$ cat src/design/bni_pkg.sv
// ----------------------------------------------------------------------------
// Barycentric normal interpolator package
// Shared widths, micro-op table of the multiply-accumulate sequence and the
// saturation helpers.
// ----------------------------------------------------------------------------
package bni_pkg;

   localparam int COORD_WIDTH_DEF  = 32;
   localparam int NORMAL_WIDTH_DEF = 16;

   localparam int FRAC_BITS  = 14;
   localparam int SCALED_W   = FRAC_BITS + 1;
   localparam int SHIFT_JUMP = 8;
   localparam int MUL_W      = 32;
   localparam int ACC_W      = 64;
   localparam int OUT_W      = 18;
   localparam int DIV_STEPS  = OUT_W;
   localparam int ONE_Q14    = 1 << FRAC_BITS;

   localparam logic signed [OUT_W-1:0] OUT_MAX = {1'b0, {(OUT_W-1){1'b1}}};
   localparam logic signed [OUT_W-1:0] OUT_MIN = {1'b1, {(OUT_W-1){1'b0}}};

   localparam int OP_CNT_W = 5;
   localparam logic [OP_CNT_W-1:0] FIRST_OP1 = 5'd0;
   localparam logic [OP_CNT_W-1:0] LAST_OP1  = 5'd20;
   localparam logic [OP_CNT_W-1:0] FIRST_OP2 = 5'd21;
   localparam logic [OP_CNT_W-1:0] LAST_OP2  = 5'd29;

   typedef enum logic [4:0] {
      OPD_E0, OPD_E1, OPD_E2, OPD_E3, OPD_E4, OPD_E5, OPD_E6, OPD_E7, OPD_E8,
      OPD_D00, OPD_D01, OPD_D11, OPD_D20, OPD_D21,
      OPD_WU, OPD_WV, OPD_WW,
      OPD_NA0, OPD_NA1, OPD_NA2, OPD_NB0, OPD_NB1, OPD_NB2,
      OPD_NC0, OPD_NC1, OPD_NC2
   } operand_type;

   typedef enum logic [3:0] {
      DST_NONE, DST_D00, DST_D01, DST_D11, DST_D20, DST_D21,
      DST_DEN, DST_NUMV, DST_NUMW, DST_NX, DST_NY, DST_NZ
   } dest_type;

   typedef struct packed {
      operand_type src_a;
      operand_type src_b;
      logic        neg;
      logic        first;
      dest_type    dst;
   } mac_op_type;

   typedef struct packed {
      logic en;
      logic first;
      logic neg;
   } mac_ctrl_type;

   // Dot products, denominator and numerators, then the three normal sums.
   function automatic mac_op_type mac_op(input logic [OP_CNT_W-1:0] idx);
      mac_op_type op;
      op = '{OPD_E0, OPD_E0, 1'b0, 1'b0, DST_NONE};
      unique case (idx)
         5'd0:  op = '{OPD_E0,  OPD_E0,  1'b0, 1'b1, DST_NONE};
         5'd1:  op = '{OPD_E1,  OPD_E1,  1'b0, 1'b0, DST_NONE};
         5'd2:  op = '{OPD_E2,  OPD_E2,  1'b0, 1'b0, DST_D00};
         5'd3:  op = '{OPD_E0,  OPD_E3,  1'b0, 1'b1, DST_NONE};
         5'd4:  op = '{OPD_E1,  OPD_E4,  1'b0, 1'b0, DST_NONE};
         5'd5:  op = '{OPD_E2,  OPD_E5,  1'b0, 1'b0, DST_D01};
         5'd6:  op = '{OPD_E3,  OPD_E3,  1'b0, 1'b1, DST_NONE};
         5'd7:  op = '{OPD_E4,  OPD_E4,  1'b0, 1'b0, DST_NONE};
         5'd8:  op = '{OPD_E5,  OPD_E5,  1'b0, 1'b0, DST_D11};
         5'd9:  op = '{OPD_E6,  OPD_E0,  1'b0, 1'b1, DST_NONE};
         5'd10: op = '{OPD_E7,  OPD_E1,  1'b0, 1'b0, DST_NONE};
         5'd11: op = '{OPD_E8,  OPD_E2,  1'b0, 1'b0, DST_D20};
         5'd12: op = '{OPD_E6,  OPD_E3,  1'b0, 1'b1, DST_NONE};
         5'd13: op = '{OPD_E7,  OPD_E4,  1'b0, 1'b0, DST_NONE};
         5'd14: op = '{OPD_E8,  OPD_E5,  1'b0, 1'b0, DST_D21};
         5'd15: op = '{OPD_D00, OPD_D11, 1'b0, 1'b1, DST_NONE};
         5'd16: op = '{OPD_D01, OPD_D01, 1'b1, 1'b0, DST_DEN};
         5'd17: op = '{OPD_D11, OPD_D20, 1'b0, 1'b1, DST_NONE};
         5'd18: op = '{OPD_D01, OPD_D21, 1'b1, 1'b0, DST_NUMV};
         5'd19: op = '{OPD_D00, OPD_D21, 1'b0, 1'b1, DST_NONE};
         5'd20: op = '{OPD_D01, OPD_D20, 1'b1, 1'b0, DST_NUMW};
         5'd21: op = '{OPD_WU,  OPD_NA0, 1'b0, 1'b1, DST_NONE};
         5'd22: op = '{OPD_WV,  OPD_NB0, 1'b0, 1'b0, DST_NONE};
         5'd23: op = '{OPD_WW,  OPD_NC0, 1'b0, 1'b0, DST_NX};
         5'd24: op = '{OPD_WU,  OPD_NA1, 1'b0, 1'b1, DST_NONE};
         5'd25: op = '{OPD_WV,  OPD_NB1, 1'b0, 1'b0, DST_NONE};
         5'd26: op = '{OPD_WW,  OPD_NC1, 1'b0, 1'b0, DST_NY};
         5'd27: op = '{OPD_WU,  OPD_NA2, 1'b0, 1'b1, DST_NONE};
         5'd28: op = '{OPD_WV,  OPD_NB2, 1'b0, 1'b0, DST_NONE};
         5'd29: op = '{OPD_WW,  OPD_NC2, 1'b0, 1'b0, DST_NZ};
         default: op = '{OPD_E0, OPD_E0, 1'b0, 1'b0, DST_NONE};
      endcase
      return op;
   endfunction

   function automatic logic signed [OUT_W-1:0] sat_out(input logic signed [ACC_W-1:0] x);
      logic signed [OUT_W-1:0] r;
      if (x > ACC_W'(OUT_MAX)) begin
         r = OUT_MAX;
      end else if (x < ACC_W'(OUT_MIN)) begin
         r = OUT_MIN;
      end else begin
         r = x[OUT_W-1:0];
      end
      return r;
   endfunction

   // Divide by 2^14, rounding toward zero.
   function automatic logic signed [ACC_W-1:0] shrink_frac(input logic signed [ACC_W-1:0] x);
      logic [ACC_W-1:0] mag;
      logic [ACC_W-1:0] sh;
      mag = x[ACC_W-1] ? ACC_W'(-x) : ACC_W'(x);
      sh  = mag >> FRAC_BITS;
      return x[ACC_W-1] ? -signed'(sh) : signed'(sh);
   endfunction

endpackage

$ cat src/design/bni_mac.sv
// ----------------------------------------------------------------------------
// Shared multiply-accumulate unit
// One signed 32x32 multiplier feeding a 64-bit accumulator register.
// ----------------------------------------------------------------------------
module bni_mac import bni_pkg::*; (
   input  logic                    clock,
   input  mac_ctrl_type            ctrl,
   input  logic signed [MUL_W-1:0] opa,
   input  logic signed [MUL_W-1:0] opb,
   output logic signed [ACC_W-1:0] acc
);

   logic signed [ACC_W-1:0] prod;
   logic signed [ACC_W-1:0] acc_ff;
   logic signed [ACC_W-1:0] acc_in;

   assign prod = opa * opb;

   always_comb begin
      acc_in = (ctrl.first ? '0 : acc_ff) + (ctrl.neg ? -prod : prod);
   end

   always_ff @(posedge clock) begin
      if (ctrl.en) begin
         acc_ff <= acc_in;
      end
   end

   assign acc = acc_ff;

endmodule

$ cat config.mk
export PLATFORM = sky130hd
export DESIGN_NAME = bni_mac
export DESIGN_NICKNAME = d
export VERILOG_FILES = /design/src/design/bni_pkg.sv /design/src/design/bni_mac.sv
export SDC_FILE = /design/constraint.sdc
export NUM_CORES = 2
export LEC_CHECK = 0
export BUFFER_PORTS_ARGS = -buffer_cell sky130_fd_sc_hd__buf_2
export CELL_PAD_IN_SITES_DETAIL_PLACEMENT = 0
export CELL_PAD_IN_SITES_GLOBAL_PLACEMENT = 1
export CORE_MARGIN = 2
export CORE_UTILIZATION = 47
export DETAILED_ROUTE_END_ITERATION = 10
export PLACE_DENSITY_LB_ADDON = 0.08
export SLEW_MARGIN = 0
export SYNTH_ARGS = -nofsm -noshare
export SYNTH_HDL_FRONTEND = slang
export SYNTH_SLANG_ARGS = --single-unit
$ cat constraint.sdc
create_clock -name clock -period 13 [get_ports clock]
set_input_delay 1.95 -clock clock [delete_from_list [all_inputs] [get_ports clock]]
set_output_delay 1.95 -clock clock [all_outputs]
set_load 0.05 [all_outputs]
==> impl_metrics.json <==
{
  "synth_commonest_cells": "fa_1, inv_1, nand2_1",
  "syn_nets": 6265,
  "grt_pass1_wl_um": 197000,
  "final_nets": 6325,
  "layout_setup_ws_ns": 0.488,
  "synth_ff_type": "edfxtp_1",
  "slowest_delay_ns": 0.65,
  "crit_path_end_kind": "flop",
  "synthCells": 4866,
  "hold_class": "reg -> reg",
  "cts_tree": "yes",
  "grt_use_total_pct": 25.6,
  "grt_overflow": 0,
  "maxCapViolCount": 0,
  "fmax_mhz": 79.9,
  "diodes": 0,
  "crit_slowest_cell": "fa_1",
  "wire_per_inst_um": 19.2,
  "critPathMaxFanout": 14,
  "design.core.area_mm2": 0.0932,
  "avgViaCountPerCell": 5.27,
  "critPathKind": "in -> reg",
  "wirelength_um": 119000,
  "area.growth.synth_to_final_pct": 6.89,
  "synthArstFlopShare_pct": 0,
  "antenna_left": 0,
  "arrival_ns": 12.60,
  "yosysUniqueCellTypes": 88,
  "cts_max_level": 3,
  "io_buffers": 131,
  "boundaryPins": 132,
  "skew_ns": 0.00848,
  "ys_warn_count": 0,
  "drv_slew": 0,
  "seq_area_frac_synth_pct": 4.35,
  "detailed_place_hpwl_um": 104000,
  "worst_pin_slew_ns": 1.04,
  "relSlewSlack_pct": 31.0,
  "die_y_um": 311,
  "gp_congestion": 0.862,
  "grt_max_degree": 65,
  "synth-edff-count": 64,
  "critPathRequiredTime_ns": 13.08,
  "clock_path_buffers": 2,
  "num_rows": 112,
  "yosys.area.top_type": "fa_1",
  "hold_viol_final": 0,
  "syn_area_per_cell_um2": 9.08,
  "drtIter0Drc": 1641,
  "drc": 0,
  "synth_top_area_share_pct": 49.1,
  "rsz0062_at_grt": "yes",
  "cts_buffers": 9,
  "root_buffer": "clkbuf_16",
  "fin_crit_sh_pct": 96.2,
  "die-area_mm2": 0.0964,
  "cpMostUsedCell": "fa_1",
  "pre_cts_ws_ns": 0.138,
  "path_clk_slew_ns": 0.06,
  "worstSetupStartpointType": "input pin",
  "dieWidth_um": 311,
  "syn-cell-area_mm2": 0.0442,
  "initial_core_util_pct": 47.4,
  "setup_viol": 0,
  "synthTopCellsByArea": "fa_1, inv_1, ha_1",
  "yosys.cell_count.top_type": "fa_1",
  "status": "completed",
  "ctsHoldBuffers": 0,
  "clk-insertion-delay-late_ns": 0.34,
  "dr.pass1.iters": 7,
  "first_global_vias": 35245,
  "clock-sinks": 64,
  "synth_seq_cells": 64,
  "largest_reg_flops": 64,
  "min_period_ns": 12.51,
  "vias": 32583,
  "drive_gt1_share_pct": 7.36,
  "antenna_found_initial": 2
}
[cell families after synthesis]
| group | after synthesis | share of synthesized area (%) |
|---|---|---|
| multiplexers | 3 | 0.0708 |
| buffers and inverters | 1235 | 10.5 |
| adder cells (fa/ha/maj) | 1331 | 56.1 |
| AO/OA/AOI/OAI | 531 | 7.99 |
| XOR/XNOR | 174 | 3.45 |
| flip-flops | 64 | 4.35 |
| AND/OR/NAND/NOR | 1528 | 17.5 |
[path summary, 6_finish.rpt]
kind                              from  slack [ns]       to  cells after the start
worst max-delay path            opa[7]        0.49  acc[63]                     40
worst min-delay path            acc[0]        0.71   acc[0]                      2
worst max register to register  acc[0]        8.70  acc[62]                     16
worst min register to register  acc[0]        0.71   acc[0]                      2
[cell type report]
| class | instances | area (um^2) |
|---|---|---|
| clock inverters | 7 | 110 |
| well taps | 1254 | 1570 |
| multi-input cells | 3567 | 37700 |
| flip-flops and latches | 64 | 1920 |
| fillers | 8990 | 46000 |
| inverters | 979 | 3680 |
| clock buffers | 9 | 225 |
| repair buffers | 305 | 2050 |
[worst max-delay path: cells and delay by family]
kind	cells	cell delay, ns
adders and majority gates	10	4.64
AOI/OAI and AO/OA	12	2.38
and+or+nand+nor	7	1.89
buffers and inverters	7	1.10
xor gates and xnor gates	4	0.61
[routing by layer]
metal | GRT usage, % | vias to the layer above | share of wire [%]
met4 | 2.63 | 4 | 0.96
li1 | - | 14871 | -
met2 | 42.1 | 628 | 47
met1 | 38.4 | 17007 | 48
met3 | 1.94 | 73 | 3.9
met5 | 0.445 | - | 0.054
[cell usage in the layout, fill, tap and decap left out, types with 21 or more instances in the layout]
cell type	netlist	layout
and2_1	483	483
xnor2_1	129	128
nand3_1	38	38
a21oi_1	145	145
o21bai_1	21	21
inv_1	977	976
a21o_1	69	69
fa_1	1083	1083
nand2b_1	30	30
nor2b_1	77	77
xor2_1	45	45
o21ai_0	101	98
nand2_1	643	643
buf_2	10	121
edfxtp_1	64	64
nor3_1	32	32
nand4_1	35	35
buf_4	1	168
ha_1	248	247
nor2_1	107	107
[stage by stage]
stage                     hold slack [ns]  cell area, um^2  setup TNS, ns  cells  utilization, %
after detailed placement            0.709            46800              0   6168            50.2
after global routing                0.791            47200        -0.0959   6185            50.7
after CTS                           0.724            47100              0   6184            50.6
after global placement              0.690            46800              0   6168            50.2
after floorplan                      1.04            44200              0   4866               -
final                               0.711            47200              0   6185            50.7
[repair_timing]
action,in CTS,in global routing
setup buffers,0,1
endpoints found under the setup margin,0,7
resized for setup,0,25
Power is not shown: default switching activity piles up to over one toggle a cycle in this logic, so the estimate is an artifact.
