### src/design/bni_pkg.sv
// ----------------------------------------------------------------------------
// Barycentric normal interpolator package
// Shared widths, micro-op table of the multiply-accumulate sequence and the
// saturation helpers.
// ----------------------------------------------------------------------------
package bni_pkg;

   localparam int COORD_WIDTH_DEF  = 32;
   localparam int NORMAL_WIDTH_DEF = 16;

   localparam int FRAC_BITS  = 14;
   localparam int SCALED_W   = FRAC_BITS + 1;
   localparam int SHIFT_JUMP = 8;
   localparam int MUL_W      = 32;
   localparam int ACC_W      = 64;
   localparam int OUT_W      = 18;
   localparam int DIV_STEPS  = OUT_W;
   localparam int ONE_Q14    = 1 << FRAC_BITS;

   localparam logic signed [OUT_W-1:0] OUT_MAX = {1'b0, {(OUT_W-1){1'b1}}};
   localparam logic signed [OUT_W-1:0] OUT_MIN = {1'b1, {(OUT_W-1){1'b0}}};

   localparam int OP_CNT_W = 5;
   localparam logic [OP_CNT_W-1:0] FIRST_OP1 = 5'd0;
   localparam logic [OP_CNT_W-1:0] LAST_OP1  = 5'd20;
   localparam logic [OP_CNT_W-1:0] FIRST_OP2 = 5'd21;
   localparam logic [OP_CNT_W-1:0] LAST_OP2  = 5'd29;

   typedef enum logic [4:0] {
      OPD_E0, OPD_E1, OPD_E2, OPD_E3, OPD_E4, OPD_E5, OPD_E6, OPD_E7, OPD_E8,
      OPD_D00, OPD_D01, OPD_D11, OPD_D20, OPD_D21,
      OPD_WU, OPD_WV, OPD_WW,
      OPD_NA0, OPD_NA1, OPD_NA2, OPD_NB0, OPD_NB1, OPD_NB2,
      OPD_NC0, OPD_NC1, OPD_NC2
   } operand_type;

   typedef enum logic [3:0] {
      DST_NONE, DST_D00, DST_D01, DST_D11, DST_D20, DST_D21,
      DST_DEN, DST_NUMV, DST_NUMW, DST_NX, DST_NY, DST_NZ
   } dest_type;

   typedef struct packed {
      operand_type src_a;
      operand_type src_b;
      logic        neg;
      logic        first;
      dest_type    dst;
   } mac_op_type;

   typedef struct packed {
      logic en;
      logic first;
      logic neg;
   } mac_ctrl_type;

   // Dot products, denominator and numerators, then the three normal sums.
   function automatic mac_op_type mac_op(input logic [OP_CNT_W-1:0] idx);
      mac_op_type op;
      op = '{OPD_E0, OPD_E0, 1'b0, 1'b0, DST_NONE};
      unique case (idx)
         5'd0:  op = '{OPD_E0,  OPD_E0,  1'b0, 1'b1, DST_NONE};
         5'd1:  op = '{OPD_E1,  OPD_E1,  1'b0, 1'b0, DST_NONE};
         5'd2:  op = '{OPD_E2,  OPD_E2,  1'b0, 1'b0, DST_D00};
         5'd3:  op = '{OPD_E0,  OPD_E3,  1'b0, 1'b1, DST_NONE};
         5'd4:  op = '{OPD_E1,  OPD_E4,  1'b0, 1'b0, DST_NONE};
         5'd5:  op = '{OPD_E2,  OPD_E5,  1'b0, 1'b0, DST_D01};
         5'd6:  op = '{OPD_E3,  OPD_E3,  1'b0, 1'b1, DST_NONE};
         5'd7:  op = '{OPD_E4,  OPD_E4,  1'b0, 1'b0, DST_NONE};
         5'd8:  op = '{OPD_E5,  OPD_E5,  1'b0, 1'b0, DST_D11};
         5'd9:  op = '{OPD_E6,  OPD_E0,  1'b0, 1'b1, DST_NONE};
         5'd10: op = '{OPD_E7,  OPD_E1,  1'b0, 1'b0, DST_NONE};
         5'd11: op = '{OPD_E8,  OPD_E2,  1'b0, 1'b0, DST_D20};
         5'd12: op = '{OPD_E6,  OPD_E3,  1'b0, 1'b1, DST_NONE};
         5'd13: op = '{OPD_E7,  OPD_E4,  1'b0, 1'b0, DST_NONE};
         5'd14: op = '{OPD_E8,  OPD_E5,  1'b0, 1'b0, DST_D21};
         5'd15: op = '{OPD_D00, OPD_D11, 1'b0, 1'b1, DST_NONE};
         5'd16: op = '{OPD_D01, OPD_D01, 1'b1, 1'b0, DST_DEN};
         5'd17: op = '{OPD_D11, OPD_D20, 1'b0, 1'b1, DST_NONE};
         5'd18: op = '{OPD_D01, OPD_D21, 1'b1, 1'b0, DST_NUMV};
         5'd19: op = '{OPD_D00, OPD_D21, 1'b0, 1'b1, DST_NONE};
         5'd20: op = '{OPD_D01, OPD_D20, 1'b1, 1'b0, DST_NUMW};
         5'd21: op = '{OPD_WU,  OPD_NA0, 1'b0, 1'b1, DST_NONE};
         5'd22: op = '{OPD_WV,  OPD_NB0, 1'b0, 1'b0, DST_NONE};
         5'd23: op = '{OPD_WW,  OPD_NC0, 1'b0, 1'b0, DST_NX};
         5'd24: op = '{OPD_WU,  OPD_NA1, 1'b0, 1'b1, DST_NONE};
         5'd25: op = '{OPD_WV,  OPD_NB1, 1'b0, 1'b0, DST_NONE};
         5'd26: op = '{OPD_WW,  OPD_NC1, 1'b0, 1'b0, DST_NY};
         5'd27: op = '{OPD_WU,  OPD_NA2, 1'b0, 1'b1, DST_NONE};
         5'd28: op = '{OPD_WV,  OPD_NB2, 1'b0, 1'b0, DST_NONE};
         5'd29: op = '{OPD_WW,  OPD_NC2, 1'b0, 1'b0, DST_NZ};
         default: op = '{OPD_E0, OPD_E0, 1'b0, 1'b0, DST_NONE};
      endcase
      return op;
   endfunction

   function automatic logic signed [OUT_W-1:0] sat_out(input logic signed [ACC_W-1:0] x);
      logic signed [OUT_W-1:0] r;
      if (x > ACC_W'(OUT_MAX)) begin
         r = OUT_MAX;
      end else if (x < ACC_W'(OUT_MIN)) begin
         r = OUT_MIN;
      end else begin
         r = x[OUT_W-1:0];
      end
      return r;
   endfunction

   // Divide by 2^14, rounding toward zero.
   function automatic logic signed [ACC_W-1:0] shrink_frac(input logic signed [ACC_W-1:0] x);
      logic [ACC_W-1:0] mag;
      logic [ACC_W-1:0] sh;
      mag = x[ACC_W-1] ? ACC_W'(-x) : ACC_W'(x);
      sh  = mag >> FRAC_BITS;
      return x[ACC_W-1] ? -signed'(sh) : signed'(sh);
   endfunction

endpackage

### src/design/bni_div.sv
// ----------------------------------------------------------------------------
// Restoring fraction divider
// Forms num * 2^14 / den one quotient bit per cycle, rounded toward zero
// and saturated to the 18-bit weight range.
// ----------------------------------------------------------------------------
module bni_div import bni_pkg::*; (
   input  logic                    clock,
   input  logic                    reset,
   input  logic                    start,
   input  logic signed [ACC_W-1:0] num,
   input  logic signed [ACC_W-1:0] den,
   output logic                    done,
   output logic signed [OUT_W-1:0] quot
);

   localparam int CNT_W = $clog2(DIV_STEPS);

   logic             busy_ff, busy_in;
   logic             done_ff, done_in;
   logic [CNT_W-1:0] cnt_ff, cnt_in;
   logic             neg_ff;
   logic [ACC_W-1:0] rem_ff, dvs_ff;
   logic [OUT_W-1:0] q_ff;
   logic [ACC_W:0]   diff;
   logic             ge;
   logic [ACC_W-1:0] num_mag;
   logic             load;

   assign load    = start && !busy_ff;
   assign num_mag = num[ACC_W-1] ? ACC_W'(-num) : ACC_W'(num);
   assign diff    = {1'b0, rem_ff} - {1'b0, dvs_ff};
   assign ge      = ~diff[ACC_W];

   always_comb begin
      busy_in = busy_ff;
      done_in = 1'b0;
      cnt_in  = cnt_ff;
      if (load) begin
         busy_in = 1'b1;
         cnt_in  = '0;
      end else if (busy_ff) begin
         cnt_in = cnt_ff + 1'b1;
         if (cnt_ff == CNT_W'(DIV_STEPS - 1)) begin
            busy_in = 1'b0;
            done_in = 1'b1;
         end
      end
   end

   always_ff @(posedge clock) begin
      if (reset) begin
         busy_ff <= 1'b0;
         done_ff <= 1'b0;
         cnt_ff  <= '0;
      end else begin
         busy_ff <= busy_in;
         done_ff <= done_in;
         cnt_ff  <= cnt_in;
      end
   end

   // The divisor starts at 8*den, so a set top quotient bit means the
   // magnitude reached eight times the denominator and the weight saturates.
   always_ff @(posedge clock) begin
      if (load) begin
         rem_ff <= num_mag;
         dvs_ff <= ACC_W'(den) << 3;
         neg_ff <= num[ACC_W-1];
         q_ff   <= '0;
      end else if (busy_ff) begin
         rem_ff <= (ge ? diff[ACC_W-1:0] : rem_ff) << 1;
         q_ff   <= {q_ff[OUT_W-2:0], ge};
      end
   end

   always_comb begin
      if (q_ff[OUT_W-1]) begin
         quot = neg_ff ? OUT_MIN : OUT_MAX;
      end else begin
         quot = neg_ff ? -signed'(q_ff) : signed'(q_ff);
      end
   end

   assign done = done_ff;

endmodule

### config.mk
export PLATFORM = sky130hd
export DESIGN_NAME = bni_div
export DESIGN_NICKNAME = d
export VERILOG_FILES = /design/src/design/bni_pkg.sv /design/src/design/bni_div.sv
export SDC_FILE = /design/constraint.sdc
export NUM_CORES = 1
export LEC_CHECK = 0
export ABC_AREA = 1
export BUFFER_PORTS_ARGS = -buffer_cell sky130_fd_sc_hd__buf_4
export CORE_MARGIN = 2
export CORE_UTILIZATION = 39
export CTS_CLUSTER_DIAMETER = 80
export DETAILED_ROUTE_END_ITERATION = 16
export PLACE_DENSITY = 0.53
export SYNTH_ARGS = -nofsm -noshare
export SYNTH_HDL_FRONTEND = slang
export SYNTH_SLANG_ARGS = --single-unit
### constraint.sdc
create_clock -name clock -period 4.67 [get_ports clock]
set_input_delay 0.7005 -clock clock [delete_from_list [all_inputs] [get_ports clock]]
set_output_delay 0.7005 -clock clock [all_outputs]
set_load 0.01 [all_outputs]
==> flow_summary.ini <==
[timing]
fin_worst_skew_ns = 0.0128
fmax_ghz = 0.281
final_max_slew_viol_count = 0
tightest_slew_ns = 0.958
fin_crit_sh = 0.762
finalHoldViolCount = 0
maxSlewHeadroom = 0.361
setup_viol = 0
period_needed_ns = 3.56
fin_tns_setup_ns = 0
rsz0062_at_grt = no

[worst_setup_path]
path_buf_inv = 2
cp_slowest_stage_delay_ns = 0.44
start_kind = flop
critPathMaxFanout = 18
endpoint_kind = primary output
cpMostUsedCell = o21ai_0
critical_path.top_delay_family = simple AND/OR/NAND/NOR gates
worstPathArrival_ns = 2.86
worstSetupPathType = reg2out
critPathRequiredTime_ns = 3.97
path_cells = clkinv_1 -> nand2_1 -> nor4_1 -> nand3_1 -> o21ai_0 -> o21ai_0 -> xnor2_1 -> buf_4
crit_slowest_cell = dfxtp_1

[power]
intPower_mw = 4.13
seq_power_share = 0.248
sw_frac_of_total = 0.490
peakVddDrop_mv = 0.285
combPwrFrac = 0.573
clkPwrFrac = 0.179
p_sw_mw = 3.98
p_per_area_mw_per_mm2 = 484
p_total_mw = 8.11
p_leak_nw = 9.03

[detailed_routing]
drtPass1Iterations = 5
drc = 0
num_vias = 15100
routed_wl_um = 53400
viasPerCell = 5.01
drt_iter0_markers = 1231
avgRoutedWirePerCell_um = 17.7
ant_nets = 0

[clock_tree]
ctsHoldBuffers = 0
cts_tree = done
clock-sinks = 151
clock_latency_ns = 0.47
cts_setup_buffers = 0
root_buffer = clkbuf_16
clkTransAtPathRegs_ns = 0.07
post_cts_resize_count = 0
cts.path.max_buffers = 2
cts_buffers = 17
h-tree-depth = 4

[floorplanning]
io-pin-count = 150
fp.dieH_um = 198
die_width_um = 198
coreArea_mm2 = 0.0368
num_rows = 70
die_area_mm2 = 0.0391
start_util = 0.398

[global_routing]
first_global_vias = 14200
grt_max_degree = 68
track_usage = 0.278
antenna_found_initial = 1
grt_pass1_wl_um = 81300
gr-total-overflow = 0

[synth]
ys_types = 45
synth_top_area_cell = edfxtp_1
synthTopCellsByArea = edfxtp_1, nand2_1, inv_1, nand3_1, nor2_1
yosys_warnings = 0
syn-instance-count = 2409
ys_seq_area_frac = 0.292
postSynth.asyncResetShare = 0
synth.avg_cell_area_um2 = 6.08
synth_fp_nets = 2606
synth_top_area_frac = 0.258
synth_top_flop_cell = edfxtp_1
ys_seq_elements = 151
synth_edf_count = 126
netlist_area_mm2 = 0.0147

[job]
maxCapViolations = 0

[layout]
nNetsFinal = 2733
multi_input_area_mm2 = 0.00827
drive_gt1_frac = 0.0871
syn2layout_area_growth_pct = 14.5
antenna_cells = 0
nFillCells = 3975
seqCellArea_mm2 = 0.00428

[status]
status = complete, no violations

[placement]
gp_congestion = 0.943
post-dp-hpwl_um = 43300
portBuffers = 146

[hold_path]
hold_path.class = in2reg
final timing paths:
path	startpoint	end	slack [ns]	cells after the start
setup / recovery	q_ff[17]$_SDFFE_PP0P_	quot[15]	1.11	8
setup reg to reg	rem_ff[12]$_DFFE_PP_	rem_ff[62]$_DFFE_PP_	1.47	12
hold reg to reg	cnt_ff[4]$_SDFFE_PP0P_	cnt_ff[4]$_SDFFE_PP0P_	0.48	2
hold / removal	reset	done$_SDFF_PP0_	0.39	2
worst reg2reg max path, delay by kind of cell (launching register included):
family | cells | cell delay (ns)
AND/OR/NAND/NOR | 11 | 2.16
adder cells (fa/ha/maj) | 1 | 0.39
flip-flops | 1 | 0.42
sequential cells by signal (all words and copies together) (netlist names):
name     cells
busy_ff      1
cnt_ff       5
done         1
dvs_ff      61
neg_ff       1
q_ff        18
rem_ff      64
placed cells by master (no fill, tap or decap), types with 5 or more instances in the layout:
master	n
or2_2	7
edfxtp_1	126
clkbuf_16	17
xnor2_1	25
nand4_1	38
dfxtp_1	25
o21ai_1	26
xor2_1	33
nand2_1	861
a21oi_1	67
nor2_1	236
o21ai_0	53
nand3_1	183
nand3b_1	40
inv_2	6
o22ai_1	17
nor2_2	5
nand2_2	7
buf_4	154
ha_1	65
inv_1	482
nor3_1	19
cell usage after synthesis, types with 22 or more instances:
cell and number:
nand2_1 862, inv_1 483, nor2_1 237, nand3_1 183, edfxtp_1 126, a21oi_1 67
ha_1 65, o21ai_0 53, nand3b_1 40, nand4_1 38, xor2_1 33, o21ai_1 26
dfxtp_1 25, xnor2_1 25, clkbuf_1 22
layout make-up:
| type | instances | share of cell area |
|---|---|---|
| clock inverter | 15 | 0.0108 |
| tap | 468 | 0.0349 |
| sequential | 151 | 0.255 |
| timing repair buffer | 155 | 0.0701 |
| multi-input combinational | 1719 | 0.493 |
| clock buffer | 17 | 0.0254 |
| inverter | 492 | 0.110 |
layer usage:
layer | track usage | part of all wire
met1 | 0.405 | 0.49
met2 | 0.422 | 0.42
met3 | 0.0489 | 0.068
met4 | 0.0766 | 0.023
met5 | 0 | 0
stage by stage:
step                hold WS [ns]  utilization  area, um^2  instances  worst slack (ns)
CTS                        0.375        0.456       16800       3017              1.12
global placement           0.467        0.439       16200       2985              1.52
floorplan                  0.452            -       14700       2409              1.25
detailed placement         0.468        0.439       16200       2985              1.50
global route               0.377        0.456       16800       3017             0.848
finish                     0.392        0.456       16800       3017              1.11
power groups by stage:
stage	clock network [mW]	registers [mW]	logic, mW
6_report	1.45	2.02	4.64
5_1_grt	1.53	2.04	5.21
3_3_place_gp	0	2.03	4.55
4_1_cts	1.48	2.01	4.59
3_5_place_dp	0	2.03	4.56
2_1_floorplan	0	1.94	3.33
logic make-up (layout without fill, tap and decap cells):
logic type / count (synthesis) / after routing / share of synthesized area
fa+ha+maj: 66 / 66 / 0.0569
buf+inv: 539 / 679 / 0.144
simple gates: 1417 / 1417 / 0.407
xor+xnor: 58 / 58 / 0.0347
flops: 151 / 151 / 0.292
compound gates: 178 / 178 / 0.0652
Note: power is estimated with default switching activity, not from simulation.
